--- src/rtl/irm_pkg.sv ---
`default_nettype none
// ----------------------------------------------------------------------------
// irm_pkg
// Types and constants shared by the register-access bus master.
// ----------------------------------------------------------------------------
package irm_pkg;

    localparam logic [3:0] PH_IDLE      = 4'd0;
    localparam logic [3:0] PH_SETUP     = 4'd1;
    localparam logic [3:0] PH_START     = 4'd2;
    localparam logic [3:0] PH_TX_LOW    = 4'd3;
    localparam logic [3:0] PH_TX_HIGH   = 4'd4;
    localparam logic [3:0] PH_ACK_LOW   = 4'd5;
    localparam logic [3:0] PH_ACK_HIGH  = 4'd6;
    localparam logic [3:0] PH_RS_LOW    = 4'd7;
    localparam logic [3:0] PH_RX_LOW    = 4'd8;
    localparam logic [3:0] PH_RX_HIGH   = 4'd9;
    localparam logic [3:0] PH_MACK_LOW  = 4'd10;
    localparam logic [3:0] PH_MACK_HIGH = 4'd11;
    localparam logic [3:0] PH_STOP_LOW  = 4'd12;
    localparam logic [3:0] PH_STOP_HIGH = 4'd13;
    localparam logic [3:0] PH_STOP_REL  = 4'd14;

    localparam logic [1:0] ST_DEV  = 2'd0;
    localparam logic [1:0] ST_REG  = 2'd1;
    localparam logic [1:0] ST_RDEV = 2'd2;
    localparam logic [1:0] ST_DATA = 2'd3;

    localparam logic [1:0] OP_TICK  = 2'd0;
    localparam logic [1:0] OP_WRITE = 2'd1;
    localparam logic [1:0] OP_READ  = 2'd2;
    localparam logic [1:0] OP_PROBE = 2'd3;

    localparam logic [7:0] DEV_ADDR_RESET = 8'h48;
    localparam logic [2:0] BIT_MSB        = 3'd7;

    typedef struct packed {
        logic [1:0] operation;
        logic [7:0] register_address;
        logic [7:0] byte_count_request;
        logic [7:0] write_byte;
        logic [7:0] probe_address;
        logic       sda_sample;
    } t_in_item;

    typedef struct packed {
        logic       scl_level;
        logic       sda_pull_low;
        logic       busy_res;
        logic       data_taken;
        logic [7:0] read_byte;
        logic       read_valid;
        logic       done_res;
        logic       ack_error;
        logic [7:0] bytes_done;
    } t_out_item;

endpackage
`default_nettype wire

--- src/rtl/irm_if.sv ---
`default_nettype none
// ----------------------------------------------------------------------------
// irm_if
// Valid/ready channels of the bus master: bus ticks in, tick results out,
// and the device address write channel.
// ----------------------------------------------------------------------------
interface irm_in_if;
    logic       valid;
    logic       ready;
    logic [1:0] operation;
    logic [7:0] register_address;
    logic [7:0] byte_count_request;
    logic [7:0] write_byte;
    logic [7:0] probe_address;
    logic       sda_sample;

    modport source (
        output valid, operation, register_address, byte_count_request,
               write_byte, probe_address, sda_sample,
        input  ready
    );
    modport sink (
        input  valid, operation, register_address, byte_count_request,
               write_byte, probe_address, sda_sample,
        output ready
    );
endinterface

interface irm_out_if;
    logic       valid;
    logic       ready;
    logic       scl_level;
    logic       sda_pull_low;
    logic       busy_res;
    logic       data_taken;
    logic [7:0] read_byte;
    logic       read_valid;
    logic       done_res;
    logic       ack_error;
    logic [7:0] bytes_done;

    modport source (
        output valid, scl_level, sda_pull_low, busy_res, data_taken, read_byte,
               read_valid, done_res, ack_error, bytes_done,
        input  ready
    );
    modport sink (
        input  valid, scl_level, sda_pull_low, busy_res, data_taken, read_byte,
               read_valid, done_res, ack_error, bytes_done,
        output ready
    );
endinterface

interface irm_cfg_if;
    logic       valid;
    logic       ready;
    logic [7:0] device_address;

    modport source (output valid, device_address, input ready);
    modport sink (input valid, device_address, output ready);
endinterface
`default_nettype wire

--- src/rtl/irm_seq.sv ---
`default_nettype none
// ----------------------------------------------------------------------------
// irm_seq
// Bus phase sequencer: holds the transaction state and works out the line
// levels and status of one bus tick.
// ----------------------------------------------------------------------------
module irm_seq
    import irm_pkg::*;
#(
    parameter int TICKS_PER_PHASE = 1
) (
    input  wire logic       i_clk,
    input  wire logic       i_rst_n,
    input  wire logic       i_step,
    input  wire t_in_item   i_item,
    input  wire logic [7:0] i_device_address,
    output t_out_item       o_result
);

    localparam int TICK_W = (TICKS_PER_PHASE > 1) ? $clog2(TICKS_PER_PHASE) : 1;
    localparam logic [TICK_W-1:0] TICK_LAST = TICK_W'(TICKS_PER_PHASE - 1);

    logic [3:0]        r_phase,   n_phase;
    logic [2:0]        r_bit,     n_bit;
    logic [7:0]        r_shift,   n_shift;
    logic [7:0]        r_left,    n_left;
    logic [7:0]        r_counted, n_counted;
    logic [7:0]        r_held,    n_held;
    logic [1:0]        r_kind,    n_kind;
    logic [1:0]        r_stage,   n_stage;
    logic              r_nack,    n_nack;
    logic [TICK_W-1:0] r_tick,    n_tick;
    logic              w_tx_bit;

    always_comb begin
        n_phase   = (r_phase > PH_STOP_REL) ? PH_IDLE : r_phase;
        n_bit     = r_bit;
        n_shift   = r_shift;
        n_left    = r_left;
        n_counted = r_counted;
        n_held    = r_held;
        n_kind    = r_kind;
        n_stage   = r_stage;
        n_nack    = r_nack;
        n_tick    = r_tick;
        o_result  = '0;
        o_result.scl_level = 1'b1;

        if (n_phase == PH_IDLE && i_item.operation != OP_TICK) begin
            n_kind    = i_item.operation;
            n_held    = i_item.register_address;
            n_left    = i_item.byte_count_request;
            n_counted = '0;
            n_stage   = ST_DEV;
            n_nack    = 1'b0;
            n_bit     = BIT_MSB;
            n_shift   = (i_item.operation == OP_PROBE) ? i_item.probe_address
                                                       : {i_device_address[7:1], 1'b0};
            n_tick    = '0;
            n_phase   = PH_SETUP;
        end

        w_tx_bit = n_shift[n_bit];

        if (n_phase != PH_IDLE) begin
            o_result.busy_res = 1'b1;
            case (n_phase)
                PH_START: begin
                    o_result.sda_pull_low = 1'b1;
                end
                PH_TX_LOW: begin
                    o_result.scl_level    = 1'b0;
                    o_result.sda_pull_low = !w_tx_bit;
                end
                PH_TX_HIGH: begin
                    o_result.sda_pull_low = !w_tx_bit;
                end
                PH_ACK_LOW, PH_RS_LOW, PH_RX_LOW: begin
                    o_result.scl_level = 1'b0;
                end
                PH_MACK_LOW: begin
                    o_result.scl_level    = 1'b0;
                    o_result.sda_pull_low = (n_left != '0);
                end
                PH_MACK_HIGH: begin
                    o_result.sda_pull_low = (n_left != '0);
                end
                PH_STOP_LOW: begin
                    o_result.scl_level    = 1'b0;
                    o_result.sda_pull_low = 1'b1;
                end
                PH_STOP_HIGH: begin
                    o_result.sda_pull_low = 1'b1;
                end
                default: begin
                end
            endcase

            if (n_tick != TICK_LAST) begin
                n_tick = n_tick + 1'b1;
            end else begin
                n_tick = '0;
                case (n_phase)
                    PH_SETUP:    n_phase = PH_START;
                    PH_START:    n_phase = PH_TX_LOW;
                    PH_TX_LOW:   n_phase = PH_TX_HIGH;
                    PH_TX_HIGH: begin
                        if (n_bit == '0) begin
                            n_phase = PH_ACK_LOW;
                        end else begin
                            n_bit   = n_bit - 1'b1;
                            n_phase = PH_TX_LOW;
                        end
                    end
                    PH_ACK_LOW:  n_phase = PH_ACK_HIGH;
                    PH_ACK_HIGH: begin
                        if (i_item.sda_sample) begin
                            n_nack  = 1'b1;
                            n_phase = PH_STOP_LOW;
                        end else if (n_stage == ST_DEV) begin
                            if (n_kind == OP_PROBE) begin
                                n_phase = PH_STOP_LOW;
                            end else begin
                                n_stage = ST_REG;
                                n_shift = n_held;
                                n_bit   = BIT_MSB;
                                n_phase = PH_TX_LOW;
                            end
                        end else if (n_stage == ST_RDEV) begin
                            if (n_left == '0) begin
                                n_phase = PH_STOP_LOW;
                            end else begin
                                n_stage = ST_DATA;
                                n_shift = '0;
                                n_bit   = BIT_MSB;
                                n_phase = PH_RX_LOW;
                            end
                        end else if (n_stage == ST_REG && n_kind == OP_READ) begin
                            n_stage = ST_RDEV;
                            n_shift = {i_device_address[7:1], 1'b1};
                            n_bit   = BIT_MSB;
                            n_phase = PH_RS_LOW;
                        end else begin
                            if (n_stage == ST_DATA) begin
                                n_counted = n_counted + 1'b1;
                                n_left    = n_left - 1'b1;
                            end
                            if (n_left == '0) begin
                                n_phase = PH_STOP_LOW;
                            end else begin
                                n_stage             = ST_DATA;
                                o_result.data_taken = 1'b1;
                                n_shift             = i_item.write_byte;
                                n_bit               = BIT_MSB;
                                n_phase             = PH_TX_LOW;
                            end
                        end
                    end
                    PH_RS_LOW:   n_phase = PH_SETUP;
                    PH_RX_LOW:   n_phase = PH_RX_HIGH;
                    PH_RX_HIGH: begin
                        n_shift = {n_shift[6:0], i_item.sda_sample};
                        if (n_bit == '0) begin
                            o_result.read_byte  = n_shift;
                            o_result.read_valid = 1'b1;
                            n_counted           = n_counted + 1'b1;
                            n_left              = n_left - 1'b1;
                            n_phase             = PH_MACK_LOW;
                        end else begin
                            n_bit   = n_bit - 1'b1;
                            n_phase = PH_RX_LOW;
                        end
                    end
                    PH_MACK_LOW: n_phase = PH_MACK_HIGH;
                    PH_MACK_HIGH: begin
                        if (n_left == '0) begin
                            n_phase = PH_STOP_LOW;
                        end else begin
                            n_shift = '0;
                            n_bit   = BIT_MSB;
                            n_phase = PH_RX_LOW;
                        end
                    end
                    PH_STOP_LOW:  n_phase = PH_STOP_HIGH;
                    PH_STOP_HIGH: n_phase = PH_STOP_REL;
                    default: begin
                        o_result.done_res   = 1'b1;
                        o_result.ack_error  = n_nack;
                        o_result.bytes_done = n_counted;
                        n_phase             = PH_IDLE;
                    end
                endcase
            end
        end
    end

    always_ff @(posedge i_clk) begin
        if (!i_rst_n) begin
            r_phase   <= PH_IDLE;
            r_bit     <= '0;
            r_shift   <= '0;
            r_left    <= '0;
            r_counted <= '0;
            r_held    <= '0;
            r_kind    <= '0;
            r_stage   <= ST_DEV;
            r_nack    <= 1'b0;
            r_tick    <= '0;
        end else if (i_step) begin
            r_phase   <= n_phase;
            r_bit     <= n_bit;
            r_shift   <= n_shift;
            r_left    <= n_left;
            r_counted <= n_counted;
            r_held    <= n_held;
            r_kind    <= n_kind;
            r_stage   <= n_stage;
            r_nack    <= n_nack;
            r_tick    <= n_tick;
        end
    end

endmodule
`default_nettype wire

--- src/rtl/i2c_register_master_top.sv ---
`default_nettype none
// ----------------------------------------------------------------------------
// i2c_register_master_top
// Two-wire bus master for register write, register read and address probe.
// ----------------------------------------------------------------------------
// Each input transfer is one bus tick and yields exactly one result transfer
// with the clock and data line levels for that tick and the transaction
// status. The block takes one tick per clock cycle unless the result side stalls;
// a tick passes the input register and the phase sequencer into the result
// register. Every bus phase lasts TICKS_PER_PHASE ticks. The device address
// is written through the configuration channel while no tick is in flight;
// the user must keep to this, the block does not enforce it. A change in the
// middle of a transaction affects only later address bytes. It resets to 0x48.
module i2c_register_master_top
    import irm_pkg::*;
#(
    parameter int TICKS_PER_PHASE = 1
) (
    input  wire logic  i_clk,
    input  wire logic  i_rst_n,
    irm_in_if.sink     i_in,
    irm_out_if.source  o_out,
    irm_cfg_if.sink    i_cfg
);

    logic       r_in_valid;
    t_in_item   r_in_item;
    logic       r_out_valid;
    t_out_item  r_out_item;
    logic [7:0] r_device_address;
    logic       w_step;
    t_out_item  w_result;

    assign w_step      = r_in_valid && (!r_out_valid || o_out.ready);
    assign i_in.ready  = !r_in_valid || w_step;
    assign i_cfg.ready = 1'b1;

    always_ff @(posedge i_clk) begin
        if (!i_rst_n) begin
            r_device_address <= DEV_ADDR_RESET;
        end else if (i_cfg.valid) begin
            r_device_address <= i_cfg.device_address;
        end
    end

    always_ff @(posedge i_clk) begin
        if (!i_rst_n) begin
            r_in_valid <= 1'b0;
        end else if (i_in.ready) begin
            r_in_valid <= i_in.valid;
        end
    end

    always_ff @(posedge i_clk) begin
        if (i_in.valid && i_in.ready) begin
            r_in_item.operation          <= i_in.operation;
            r_in_item.register_address   <= i_in.register_address;
            r_in_item.byte_count_request <= i_in.byte_count_request;
            r_in_item.write_byte         <= i_in.write_byte;
            r_in_item.probe_address      <= i_in.probe_address;
            r_in_item.sda_sample         <= i_in.sda_sample;
        end
    end

    irm_seq #(
        .TICKS_PER_PHASE (TICKS_PER_PHASE)
    ) u_seq (
        .i_clk            (i_clk),
        .i_rst_n          (i_rst_n),
        .i_step           (w_step),
        .i_item           (r_in_item),
        .i_device_address (r_device_address),
        .o_result         (w_result)
    );

    always_ff @(posedge i_clk) begin
        if (!i_rst_n) begin
            r_out_valid <= 1'b0;
        end else if (w_step) begin
            r_out_valid <= 1'b1;
        end else if (o_out.ready) begin
            r_out_valid <= 1'b0;
        end
    end

    always_ff @(posedge i_clk) begin
        if (w_step) begin
            r_out_item <= w_result;
        end
    end

    assign o_out.valid        = r_out_valid;
    assign o_out.scl_level    = r_out_item.scl_level;
    assign o_out.sda_pull_low = r_out_item.sda_pull_low;
    assign o_out.busy_res     = r_out_item.busy_res;
    assign o_out.data_taken   = r_out_item.data_taken;
    assign o_out.read_byte    = r_out_item.read_byte;
    assign o_out.read_valid   = r_out_item.read_valid;
    assign o_out.done_res     = r_out_item.done_res;
    assign o_out.ack_error    = r_out_item.ack_error;
    assign o_out.bytes_done   = r_out_item.bytes_done;

endmodule
`default_nettype wire

--- src/flat_wrapper.sv ---
// flat-port wrapper written by rule: the top's interface ports become plain ports
module i2c_register_master_top_flat import irm_pkg::*;
#(
    parameter int TICKS_PER_PHASE = 1
)
  (i_clk, i_rst_n, i_in_valid, i_in_operation, i_in_register_address, i_in_byte_count_request, i_in_write_byte, i_in_probe_address, i_in_sda_sample, i_in_ready, o_out_valid, o_out_scl_level, o_out_sda_pull_low, o_out_busy_res, o_out_data_taken, o_out_read_byte, o_out_read_valid, o_out_done_res, o_out_ack_error, o_out_bytes_done, o_out_ready, i_cfg_valid, i_cfg_device_address, i_cfg_ready);
  irm_in_if i_in_i ();
  irm_out_if o_out_i ();
  irm_cfg_if i_cfg_i ();
  input  wire logic i_clk;
  input  wire logic i_rst_n;
  input wire logic [$bits(i_in_i.valid)-1:0] i_in_valid;
  input wire logic [$bits(i_in_i.operation)-1:0] i_in_operation;
  input wire logic [$bits(i_in_i.register_address)-1:0] i_in_register_address;
  input wire logic [$bits(i_in_i.byte_count_request)-1:0] i_in_byte_count_request;
  input wire logic [$bits(i_in_i.write_byte)-1:0] i_in_write_byte;
  input wire logic [$bits(i_in_i.probe_address)-1:0] i_in_probe_address;
  input wire logic [$bits(i_in_i.sda_sample)-1:0] i_in_sda_sample;
  output wire logic [$bits(i_in_i.ready)-1:0] i_in_ready;
  output wire logic [$bits(o_out_i.valid)-1:0] o_out_valid;
  output wire logic [$bits(o_out_i.scl_level)-1:0] o_out_scl_level;
  output wire logic [$bits(o_out_i.sda_pull_low)-1:0] o_out_sda_pull_low;
  output wire logic [$bits(o_out_i.busy_res)-1:0] o_out_busy_res;
  output wire logic [$bits(o_out_i.data_taken)-1:0] o_out_data_taken;
  output wire logic [$bits(o_out_i.read_byte)-1:0] o_out_read_byte;
  output wire logic [$bits(o_out_i.read_valid)-1:0] o_out_read_valid;
  output wire logic [$bits(o_out_i.done_res)-1:0] o_out_done_res;
  output wire logic [$bits(o_out_i.ack_error)-1:0] o_out_ack_error;
  output wire logic [$bits(o_out_i.bytes_done)-1:0] o_out_bytes_done;
  input wire logic [$bits(o_out_i.ready)-1:0] o_out_ready;
  input wire logic [$bits(i_cfg_i.valid)-1:0] i_cfg_valid;
  input wire logic [$bits(i_cfg_i.device_address)-1:0] i_cfg_device_address;
  output wire logic [$bits(i_cfg_i.ready)-1:0] i_cfg_ready;
  assign i_in_i.valid = i_in_valid;
  assign i_in_i.operation = i_in_operation;
  assign i_in_i.register_address = i_in_register_address;
  assign i_in_i.byte_count_request = i_in_byte_count_request;
  assign i_in_i.write_byte = i_in_write_byte;
  assign i_in_i.probe_address = i_in_probe_address;
  assign i_in_i.sda_sample = i_in_sda_sample;
  assign i_in_ready = i_in_i.ready;
  assign o_out_valid = o_out_i.valid;
  assign o_out_scl_level = o_out_i.scl_level;
  assign o_out_sda_pull_low = o_out_i.sda_pull_low;
  assign o_out_busy_res = o_out_i.busy_res;
  assign o_out_data_taken = o_out_i.data_taken;
  assign o_out_read_byte = o_out_i.read_byte;
  assign o_out_read_valid = o_out_i.read_valid;
  assign o_out_done_res = o_out_i.done_res;
  assign o_out_ack_error = o_out_i.ack_error;
  assign o_out_bytes_done = o_out_i.bytes_done;
  assign o_out_i.ready = o_out_ready;
  assign i_cfg_i.valid = i_cfg_valid;
  assign i_cfg_i.device_address = i_cfg_device_address;
  assign i_cfg_ready = i_cfg_i.ready;
  i2c_register_master_top #(.TICKS_PER_PHASE(TICKS_PER_PHASE)) u_core (.i_clk(i_clk), .i_rst_n(i_rst_n), .i_in(i_in_i), .o_out(o_out_i), .i_cfg(i_cfg_i));
endmodule
--- config.mk ---
export PLATFORM = sky130hd
export DESIGN_NAME = i2c_register_master_top_flat
export DESIGN_NICKNAME = d
export VERILOG_FILES = /design/src/rtl/irm_pkg.sv /design/src/rtl/irm_if.sv /design/src/rtl/irm_seq.sv /design/src/rtl/i2c_register_master_top.sv /design/src/flat_wrapper.sv
export SDC_FILE = /design/constraint.sdc
export NUM_CORES = 1
export LEC_CHECK = 0
export BUFFER_PORTS_ARGS = -buffer_cell sky130_fd_sc_hd__buf_2
export CAP_MARGIN = 10
export CORE_UTILIZATION = 48
export DETAILED_ROUTE_END_ITERATION = 12
export PLACE_DENSITY = 0.77
export REMOVE_ABC_BUFFERS = 1
export SLEW_MARGIN = 20
export SYNTH_ARGS = -nofsm -noshare
export SYNTH_HDL_FRONTEND = slang
export SYNTH_HIERARCHICAL = 1
export SYNTH_SLANG_ARGS = --single-unit
--- constraint.sdc ---
create_clock -name i_clk -period 9.5 [get_ports i_clk]
set_input_delay 1.9 -clock i_clk [delete_from_list [all_inputs] [get_ports i_clk]]
set_output_delay 1.9 -clock i_clk [all_outputs]
set_load 0.02 [all_outputs]
### Word-level counts from Yosys, hierarchy flattened

Cells that the tools add are included.

| operators by class | value |
|---|---|
| $add $sub $neg | 4 |
| multiplexer cells | 103 |
| $lt $le $gt $ge | 2 |
| reduce and logical (&&, ||, !) cells | 29 |
| eq/ne operators | 19 |
| bitwise gates (word level) | 4 |

Operators with widths:

| operator | number |
|---|---|
| $mux 8 | 37 |
| $pmux 4 s13 | 1 |
| $mux 4 | 10 |
| $mux 3 | 13 |
| $pmux 8 s2 | 2 |
| $mux 2 | 13 |
| $eq 4x4->1 const B | 6 |
| $pmux 8 s3 | 1 |
| $mux 21 | 1 |
| $mux 20 | 1 |
| $mux 1 | 18 |
| $mux 9 | 2 |
| $eq 4x3->1 const B | 4 |
| $logic_not 8->1 | 2 |
| $reduce_or 15->1 | 1 |
| $reduce_or 13->1 | 1 |
| $eq 2x2->1 const B | 5 |
| $mux 10 | 1 |
| $pmux 3 s3 | 1 |
| $add 8x1->8 const B | 1 |
| $eq 4x2->1 const B | 2 |
| $reduce_bool 8->1 | 1 |
| $reduce_or 2->1 | 4 |
| $sub 8x1->8 const B | 1 |
| 21 further kinds | 32 |

| storage, ports and cells | value |
|---|---|
| register bits | 113 |
| output and inout bits | 26 |
| bits of input ports | 48 |

### Longest topological paths before layout

Gate-level depths: netlist (run 1).

| depth | value |
|---|---|
| depth after elaboration | 23 |
| mapped depth | 16 |
| gate-level depth less buffers | 12 |

### Hierarchy

The synthesis (run 1) kept the hierarchy.

By module, submodules not included:

| module | area each (µm²) | cells each | seq. area each (µm²) | times used |
|---|---|---|---|---|
| irm_seq | 4,279.1 | 622 | 900.9 | 1 |
| i2c_register_master_top | 2,138.3 | 95 | 1,941.9 | 1 |

### Worst setup path before layout (run 1)

Ideal clock, no wire load.

| timing | value |
|---|---|
| path kind | input to register |
| start | input port o_out_ready |
| end | register u_core.u_seq.r_bit[1] |
| setup slack | 4.706 ns |
| data required time | 9.383 ns |
| data arrival time | 4.677 ns |
| stages | 8 |
| setup time | 0.117 ns |
| buffers on the path | 0 |
| path through | nor2b_1 > nor2b_1 > clkinv_1 > nor2_1 > nand2_1 > o21ai_0 > o21ai_0 > a32o_1 |

| between the ends | value |
|---|---|
| longest elaborated chain between the ends | 2 |

Ends and longest elaborated chain:

| what | line | RTL |
|---|---|---|
| start, declared | flat_wrapper.sv:30 | `input wire logic [$bits(o_out_i.ready)-1:0] o_out_ready;` |
| $logic_or 1x1->1 | i2c_register_master_top.sv:34 | `assign w_step = r_in_valid && (!r_out_valid \|\| o_out.ready);` |
| $logic_and 1x1->1 | i2c_register_master_top.sv:34 |  |
| net u_core.w_step | i2c_register_master_top.sv:31 | `logic w_step;` |
| end signal, assigned | irm_seq.sv:211 | `r_bit <= n_bit;` |
| end, declared | irm_seq.sv:24 | `logic [2:0] r_bit, n_bit;` |

The timed path passes the listed nets, and every way through them passes these cells.
A chain may end at the register's enable or synchronous reset.

### Worst setup path after layout (run 1)

| timing | value |
|---|---|
| start | register u_core.u_seq.r_phase[1] |
| end | register u_core.u_seq.r_shift[2] |

| between the ends | value |
|---|---|
| longest elaborated chain between the ends | 23 |
| elaborated cells between the ends (all ways) | 43 |

Ends and longest elaborated chain:

| what | line | RTL |
|---|---|---|
| start, declared | irm_seq.sv:23 | `logic [3:0] r_phase, n_phase;` |
| start signal, assigned | irm_seq.sv:210 | `r_phase <= n_phase;` |
| $gt 4x4->1 | irm_seq.sv:36 | `n_phase = (r_phase > PH_STOP_REL) ? PH_IDLE : r_phase;` |
| $mux 4 * | irm_seq.sv:36 |  |
| $logic_not 4->1 | irm_seq.sv:49 | `if (n_phase == PH_IDLE && i_item.operation != OP_TICK) begin` |
| $logic_and 1x1->1 | irm_seq.sv:49 |  |
| $mux 8 or $mux 2 (tied branches) | irm_seq.sv:49 |  |
| $sub 8x1->8 or $eq 2x2->1 (tied branches) | irm_seq.sv:146, irm_seq.sv:144 |  |
| $mux 8 | irm_seq.sv:144 | `if (n_stage == ST_DATA) begin` |
| $mux 8 | irm_seq.sv:138 | `end else if (n_stage == ST_REG && n_kind == OP_READ) begin` |
| (+7 left out) | - |  |
| $mux 8 | irm_seq.sv:148 | `if (n_left == '0) begin` |
| $mux 8 | irm_seq.sv:138 |  |
| $mux 8 | irm_seq.sv:129 | `end else if (n_stage == ST_RDEV) begin` |
| $mux 8 | irm_seq.sv:120 | `end else if (n_stage == ST_DEV) begin` |
| $mux 8 | irm_seq.sv:117 | `if (i_item.sda_sample) begin` |
| $pmux 8 s3 | irm_seq.sv:103 | `case (n_phase)` |
| $mux 8 | irm_seq.sv:99 | `if (n_tick != TICK_LAST) begin` |
| $mux 8 * | irm_seq.sv:65 | `if (n_phase != PH_IDLE) begin` |
| end signal, assigned | irm_seq.sv:212 | `r_shift <= n_shift;` |
| end, declared | irm_seq.sv:25 | `logic [7:0] r_shift, n_shift;` |

Every way passes the cells marked *; elsewhere a longest branch is shown, timed or not. The select of a mux whose other input is x is not followed.

==> impl_metrics.ini, run 1 <==
[critical_path]
endpoint_kind = register
worstPathArrival_ps = 4880
reg2reg_to = u_core/u_seq/r_shift[2]
required_ps = 9760
startpoint_type = register
r2r_slack_ps = 4880
r2r_start = u_core/u_seq/r_phase[1]
cp_max_fo = 43
r2r_cells = 13
criticalPathCategory = register to register

[cts]
cts_root_buf = clkbuf_16
clk-insertion-delay-late_ps = 360
h-tree-depth = 3
postCtsSetupBuffers = 0
clkTransAtPathRegs_ps = 70
cts_buffer_depth = 2
cts_resized = 0
cts_buffers = 9
cts_tree = yes
clock_sinks = 112
cts_hold_buffers = 0

[place]
place.gp.congestion = 0.9234
port_buffers = 71
dpl_cell_area_mm2 = 0.006818
hpwl_mm = 12.25

[yosys]
syn_inst = 714
syn_avg_cell_area_um2 = 8.937
yosys_warnings = 6
synth_area_mm2 = 0.006381

[timing]
rsz0062_at_grt = no
fmax_ghz = 0.2163
final-setup-viol-count = 0
finalCritPeriodShare_pct = 48.68
worst_pin_slew_ps = 953.8
fin_worst_skew_ps = 7.181
min_period_ps = 4624
slew_viol_final = 0
relSlewSlack_pct = 36.13
finalSetupTns_ps = 0
hold_viol = 0

[detailed_routing]
viasPerCell = 6.350
drtPass1Iterations = 5
routed_wl_mm = 17.91
dr.first_iter.drc_count = 588
vias = 5937
wl_per_cell_um = 19.16
drc = 0
ant_nets = 0

[cells_and_area]
fin_area_mm2 = 0.007121
layout_commonest_cell = nand2_1
fillerInstances = 1148
mostFrequentLayoutCells = 79 x nand2_1, 71 x buf_2, 61 x nor2_1, 61 x o21ai_0, 58 x edfxtp_1
drive_gt1_share_pct = 15.73
diodes = 0
areaGrowthSynthToFinish_pct = 11.59
nNetsFinal = 810

[hold_path]
min_path_type = register to register
hp-start = u_core/u_seq/r_held[6]
holdPathEnd = u_core/u_seq/r_held[6]
holdPathStages = 2

[power_and_ir_drop]
p_per_area_mw_per_mm2 = 150.2
p_leak_nw = 2.589
irDropWorstVdd_uv = 121.1
fin_total_pwr_w = 0.001069

[floorplan]
start_util_pct = 49.96
io_pins = 74
fp.dieW_um = 117.3
coreArea_mm2 = 0.01277
die_y_um = 117.3
die_area_mm2 = 0.01376
fp-row-count = 41

[global_route]
grt_start_max_net_pins = 64
grt_usage_pct = 26.10
grt-ovfl-total = 0
grt_pass1_wl_mm = 28.41
grt_antenna_before_repair = 0
first_global_vias = 5531

[run_status]
status = finished, final reports clean

[run]
cap_violations = 0
==> how the worst max path moves through the flow <==
| stage | from | to | slack (ps) | depth (start not counted) |
|---|---|---|---|---|
| after detailed placement | o_out_ready | u_core/u_seq/r_shift[6] | 4750 | 10 |
| after CTS | u_core/u_seq/r_phase[1] | u_core/u_seq/r_shift[2] | 4960 | 13 |
| after global placement | o_out_ready | u_core/u_seq/r_shift[6] | 4810 | 10 |
| after floorplan | o_out_ready | u_core/u_seq/r_bit[1] | 3230 | 8 |
| after global routing | u_core/u_seq/r_phase[1] | u_core/u_seq/r_phase[1] | 4540 | 13 |
| final | u_core/u_seq/r_phase[1] | u_core/u_seq/r_shift[2] | 4880 | 13 |
==> flip-flops by register name, indices dropped and copies added, names as in the netlist <==
signal                     count
u_core/o_out.ack_error         1
u_core/o_out.done_res          1
u_core/u_seq/r_held            8
u_core/u_seq/r_bit             3
u_core/u_seq/r_phase           4
u_core/o_out.sda_pull_low      1
u_core/o_out.bytes_done        8
u_core/u_seq/r_counted         8
u_core/u_seq/r_stage           2
u_core/r_in_item              35
u_core/r_device_address        7
u_core/o_out.valid             1
u_core/u_seq/r_left            8
u_core/u_seq/r_kind            2
u_core/u_seq/r_tick            1
u_core/o_out.data_taken        1
u_core/u_seq/r_shift           8
u_core/u_seq/r_nack            1
u_core/o_out.read_valid        1
u_core/o_out.read_byte         8
u_core/r_in_valid              1
u_core/o_out.busy_res          1
u_core/o_out.scl_level         1
==> cell type report <==
type	count	area, µm²	area share, %
multi-input combinational	546	3342	46.93
sequential	112	2823	39.64
timing repair buffer	77	420.4	5.904
clock buffer	12	246.5	3.462
tap	172	215.2	3.022
inverter	12	45.04	0.6326
clock inverter	4	28.78	0.4041
==> worst max-delay path: stages (launching register included) <==
cell and delay, ps:
dfxtp_1 530, or4_4 640, a21oi_4 150, buf_4 480, mux2i_1 340, ha_1 430, nand3_1 170, xor2_1 190
nand3_1 100, nor3_1 380, o211ai_1 230, o21ai_1 440, o2111ai_1 170, and4_1 220
==> power breakdown <==
| part | switching [W] | leakage (nW) | internal, W |
|---|---|---|---|
| logic | 0.000101 | 1.46 | 0.0000584 |
| clock network | 0.000170 | 0.131 | 0.000186 |
| registers | 0.0000211 | 0.998 | 0.000532 |
==> layer usage <==
metal  part of all wire [%]  global-route usage (%)
met1                     40                   32.87
met3                    8.6                   4.912
met2                     47                   41.86
met4                    3.5                   15.02
met5                      0                       0
==> per-stage QoR <==
stage | cells | hold WS (ps) | setup WS [ps] | util [%]
CTS | 934 | 455.5 | 4955 | 55.53
global placement | 918 | 443.0 | 4805 | 53.37
detailed placement | 918 | 446.2 | 4751 | 53.37
global route | 935 | 484.1 | 4544 | 55.74
finish | 935 | 455.9 | 4876 | 55.74
floorplan | 670 | 435.7 | 3234 | -
(Power assumes the default switching activity.)
==> run 2: changes to the inputs <==
clock period = 4.8 ns   (was 9.5 ns; I/O delays follow)
==> impl_metrics.ini, run 2 (same netlist as run 1, synthesis figures left out) <==
[run_status]
status = finished, final reports clean

[detailed_routing]
viasPerCell = 6.280
dr.first_iter.drc_count = 774
wl_per_cell_um = 19.80
drtPass1Iterations = 6
drc = 0
ant_nets = 0
routed_wl_mm = 18.61
vias = 5903

[critical_path]
cp_common_cell = nand3_1
startpoint_type = register
required_ps = 5060
r2r_cells = 12
cpPeakStageDelay_ps = 650
r2r_slack_ps = 620
reg2reg_to = u_core/u_seq/r_shift[2]
endpoint_kind = register
cp_cell_sequence = or4_4, a21oi_4, mux2i_1, ha_1, nand3_1, xor2_1, nand3_1, nor3_1, o211ai_1, o21ai_1, o2111ai_1, and4_1
criticalPathCategory = register to register
worstPathArrival_ps = 4440
cp_max_fo = 19
r2r_start = u_core/u_seq/r_phase[0]
slowest_stage = or4_4

[cells_and_area]
drive_gt1_share_pct = 16.41
post-route-util_pct = 56.03
largest_register_ffs = 35
diodes = 0
mostFrequentLayoutCells = 79 x nand2_1, 71 x buf_2, 61 x nor2_1, 61 x o21ai_0, 58 x edfxtp_1
top_register = u_core/r_in_item
fillerInstances = 1135
areaGrowthSynthToFinish_pct = 12.16
layout_commonest_cell = nand2_1
nNetsFinal = 815
fin_area_mm2 = 0.007157

[floorplan]
fp.dieW_um = 117.3
die_y_um = 117.3
io_pins = 74
die_area_mm2 = 0.01376
fp-row-count = 41
start_util_pct = 49.96
coreArea_mm2 = 0.01277

[place]
place.gp.congestion = 0.9439
dpl_cell_area_mm2 = 0.006855
port_buffers = 71
hpwl_mm = 12.75

[hold_path]
hp-start = u_core/u_seq/r_held[6]
holdPathEnd = u_core/u_seq/r_held[6]
holdPathStages = 2
min_path_type = register to register

[power_and_ir_drop]
p_leak_nw = 2.614
irDropWorstVdd_uv = 230.1
p_per_area_mw_per_mm2 = 298.5

[cts]
cts_buffers = 9
postCtsSetupBuffers = 0
cts_hold_buffers = 0
clk-insertion-delay-late_ps = 360
clkTransAtPathRegs_ps = 70
h-tree-depth = 3
cts_root_buf = clkbuf_16
cts_tree = yes
cts_buffer_depth = 2
cts_resized = 0
clock_sinks = 112

[timing]
worst_pin_slew_ps = 995.9
hold_viol = 0
relSlewSlack_pct = 33.61
rsz0062_at_grt = no
slew_viol_final = 0
final-setup-viol-count = 0
finalCritPeriodShare_pct = 87.16
fin_worst_skew_ps = 6.763
min_period_ps = 4184
fmax_ghz = 0.2390

[global_route]
grt-ovfl-total = 0
grt_usage_pct = 27.30
grt_antenna_before_repair = 0
first_global_vias = 5609
grt_start_max_net_pins = 62
grt_pass1_wl_mm = 29.59

[run]
cap_violations = 0
-- run 2: per-stage QoR --
stage               std cells  power (W)  hold slack (ps)  TNS, ps  worst slack, ps
finish                    940   0.002137            454.9        0            616.5
global route              940   0.002216            474.6        0            361.1
CTS                       939   0.002139            458.3        0            660.9
detailed placement        923   0.001429            447.5        0            688.4
global placement          923   0.001420            443.3        0            789.8
floorplan                 670   0.001313            435.7    -7629           -526.5
-- run 2: worst max path at each step --
stage | from | end | slack [ps]
floorplan | o_out_ready | u_core/u_seq/r_bit[1] | -530
global placement | u_core/u_seq/r_phase[0] | u_core/u_seq/r_shift[6] | 790
detailed placement | u_core/u_seq/r_phase[0] | u_core/u_seq/r_shift[6] | 690
CTS | u_core/u_seq/r_phase[0] | u_core/u_seq/r_shift[6] | 660
global route | u_core/u_seq/r_phase[0] | u_core/u_seq/r_counted[1] | 360
finish | u_core/u_seq/r_phase[0] | u_core/u_seq/r_shift[2] | 620
-- run 2: final cells by class --
cell class | count | area [µm²] | share of cell area, %
inverters | 12 | 45.04 | 0.6294
multi-input cells | 546 | 3342 | 46.70
clock inverters | 5 | 41.29 | 0.5769
repair buffers | 82 | 457.9 | 6.399
clock buffers | 11 | 232.7 | 3.252
flip-flops and latches | 112 | 2823 | 39.44
well taps | 172 | 215.2 | 3.007
-- run 2: routing by layer --
layer | vias up | track usage (%) | wire (µm) | part of all wire (%)
li1 | 2771 | - | - | -
met1 | 2786 | 35.50 | 7658 | 41
met3 | 46 | 4.815 | 1586 | 8.5
met2 | 300 | 44.19 | 8724 | 47
met5 | - | 0 | 0 | 0
met4 | 0 | 12.42 | 642 | 3.4
-- run 2: critical path: cells and delay by family, from the launching register on --
family	cells	cell delay, ps
adders and majority gates	1	420
DFF	1	500
and+or+nand+nor	5	1530
muxes	1	310
xor gates and xnor gates	1	190
AOI/OAI and AO/OA	4	1120
-- run 2: report_power, final --
group | switching, W | total, W | leakage, nW | internal (W)
Clock | 0.000359 | 0.000718 | 0.132 | 0.000359
Combinational | 0.000208 | 0.000326 | 1.48 | 0.000119
Sequential | 0.0000397 | 0.00109 | 0.998 | 0.00105
==> run 3: changes to the inputs <==
REMOVE_ABC_BUFFERS = default   (was 1)
==> impl_metrics.ini, run 3 (same netlist as run 1, synthesis figures left out) <==
[timing]
relSlewSlack_pct = 26.34
final-setup-viol-count = 0
fin_worst_skew_ps = 12.19
hold_viol = 0
finalSetupTns_ps = 0
min_period_ps = 4086
rsz0062_at_grt = no
slew_viol_final = 0
fin_hold_ws_ps = 457.6
fmax_ghz = 0.2448
worst_pin_slew_ps = 1105
finalCritPeriodShare_pct = 85.12

[cells_and_area]
areaGrowthSynthToFinish_pct = 13.49
multi_input_area_mm2 = 0.003342
layout_commonest_cell = nand2_1
nNetsFinal = 819
fillerInstances = 1119
drive_gt1_share_pct = 17.10
top_register = u_core/r_in_item
instances_no_fill = 944
largest_register_ffs = 35
post-route-util_pct = 56.70
diodes = 0
seq_area_mm2 = 0.002823
mostFrequentLayoutCells = 79 x nand2_1, 71 x buf_2, 61 x nor2_1, 61 x o21ai_0, 58 x edfxtp_1

[cts]
cts_root_buf = clkbuf_16
clock_sinks = 112
cts_hold_buffers = 0
postCtsSetupBuffers = 0
clk-insertion-delay-late_ps = 360
cts_tree = yes
h-tree-depth = 3
cts_buffer_depth = 2
clkTransAtPathRegs_ps = 70
cts_resized = 0
cts_buffers = 9

[global_route]
grt_pass1_wl_mm = 28.99
grt_start_max_net_pins = 62
grt-ovfl-total = 0
first_global_vias = 5542
grt_antenna_before_repair = 0
grt_usage_pct = 26.56

[detailed_routing]
wl_met1_mm = 7.640
wl_met3_mm = 1.615
ant_nets = 0
drc = 0
dr.first_iter.drc_count = 832
top_layer_used = met4
vias = 5950
viasPerCell = 6.303
routed_wl_mm = 18.09
wl_per_cell_um = 19.17
wl_met2_mm = 8.270
drtPass1Iterations = 6

[floorplan]
fp-row-count = 41
die_y_um = 117.3
start_util_pct = 49.96
die_area_mm2 = 0.01376
io_pins = 74
fp.dieW_um = 117.3
coreArea_mm2 = 0.01277

[power_and_ir_drop]
p_clk_share_pct = 36.7
internal-power_w = 0.001646
p_per_area_mw_per_mm2 = 309.1
combPwrFrac_pct = 14.7
p_sw_share_pct = 26.45
power_switching_w = 0.0005920
irDropWorstVdd_uv = 204.8
p_leak_nw = 2.663
power_frac_seq_pct = 48.6

[critical_path]
cp_max_fo = 23
criticalPathCategory = register to register
cp_common_cell = nand3_1
required_ps = 5040
cp_cell_sequence = or4_4, a21oi_4, mux2i_1, ha_1, nand3_1, xor2_1, nand3_1, or3_1, a21oi_2, mux2_2, o221ai_1, o211ai_1
endpoint_kind = register
startpoint_type = register
worstPathArrival_ps = 4330
cpPeakStageDelay_ps = 610
slowest_stage = or4_4
cp_top_family = simple AND/OR/NAND/NOR gates
cp_num_buf_inv = 0

[yosys]
synth_nets = 766

[place]
dp.cells = 927
port_buffers = 71
place.gp.congestion = 0.8950
hpwl_mm = 12.64

[run_status]
status = finished, final reports clean

[run]
cap_violations = 0

[hold_path]
min_path_type = register to register
==> run 3: cell types whose count changed in the layout (fill, tap and decap cells not counted), sizes merged <==
cell / delta
buf: +4
inv: -1
bufinv: +2
clkbuf: -1
==> run 3: worst paths after layout <==
check                                             start                 endpoint  slack [ps]  cells after the start
worst min register to register   u_core/u_seq/r_held[7]   u_core/u_seq/r_held[7]         460                      2
worst min-delay path             u_core/u_seq/r_held[7]   u_core/u_seq/r_held[7]         460                      2
worst max register to register  u_core/u_seq/r_phase[2]  u_core/u_seq/r_shift[6]         710                     12
worst max-delay path            u_core/u_seq/r_phase[2]  u_core/u_seq/r_shift[6]         710                     12
==> run 3: layout make-up <==
class / count / area share (%)
multi-input cells: 546 / 46.15
flip-flops and latches: 112 / 38.98
repair buffers: 86 / 6.738
clock buffers: 10 / 3.300
well taps: 172 / 2.972
clock inverters: 6 / 1.244
inverters: 12 / 0.6220
==> run 3: per-stage QoR <==
stage                     power [W]  instance area [µm²]  setup WS, ps
after floorplan            0.001328                 6381         683.4
final                      0.002239                 7242         714.2
after global routing       0.002321                 7242         490.6
after detailed placement   0.001429                 6885         806.2
after CTS                  0.002244                 7214         783.1
after global placement     0.001419                 6885         835.3
==> run 3: layer usage <==
layer	global-route usage, %	vias up
met4	12.58	0
met5	0	-
met2	40.98	329
met1	35.63	2785
li1	-	2788
met3	5.302	48
==> run 3: power groups by stage <==
stage	Clock (W)	Combinational (W)	Sequential (W)
6_report	0.000820	0.000330	0.00109
5_1_grt	0.000873	0.000356	0.00109
4_1_cts	0.000835	0.000321	0.00109
3_5_place_dp	0	0.000319	0.00111
3_3_place_gp	0	0.000312	0.00111
2_1_floorplan	0	0.000219	0.00111
==> run 3: worst reg2reg max path: cells and delay by family (launching register included) <==
kind	cells	cell delay [ps]
flip-flops	1	520
adder cells (fa/ha/maj)	1	430
XOR/XNOR	1	160
AND/OR/NAND/NOR	4	1380
multiplexers	2	670
AO/OA/AOI/OAI	4	820
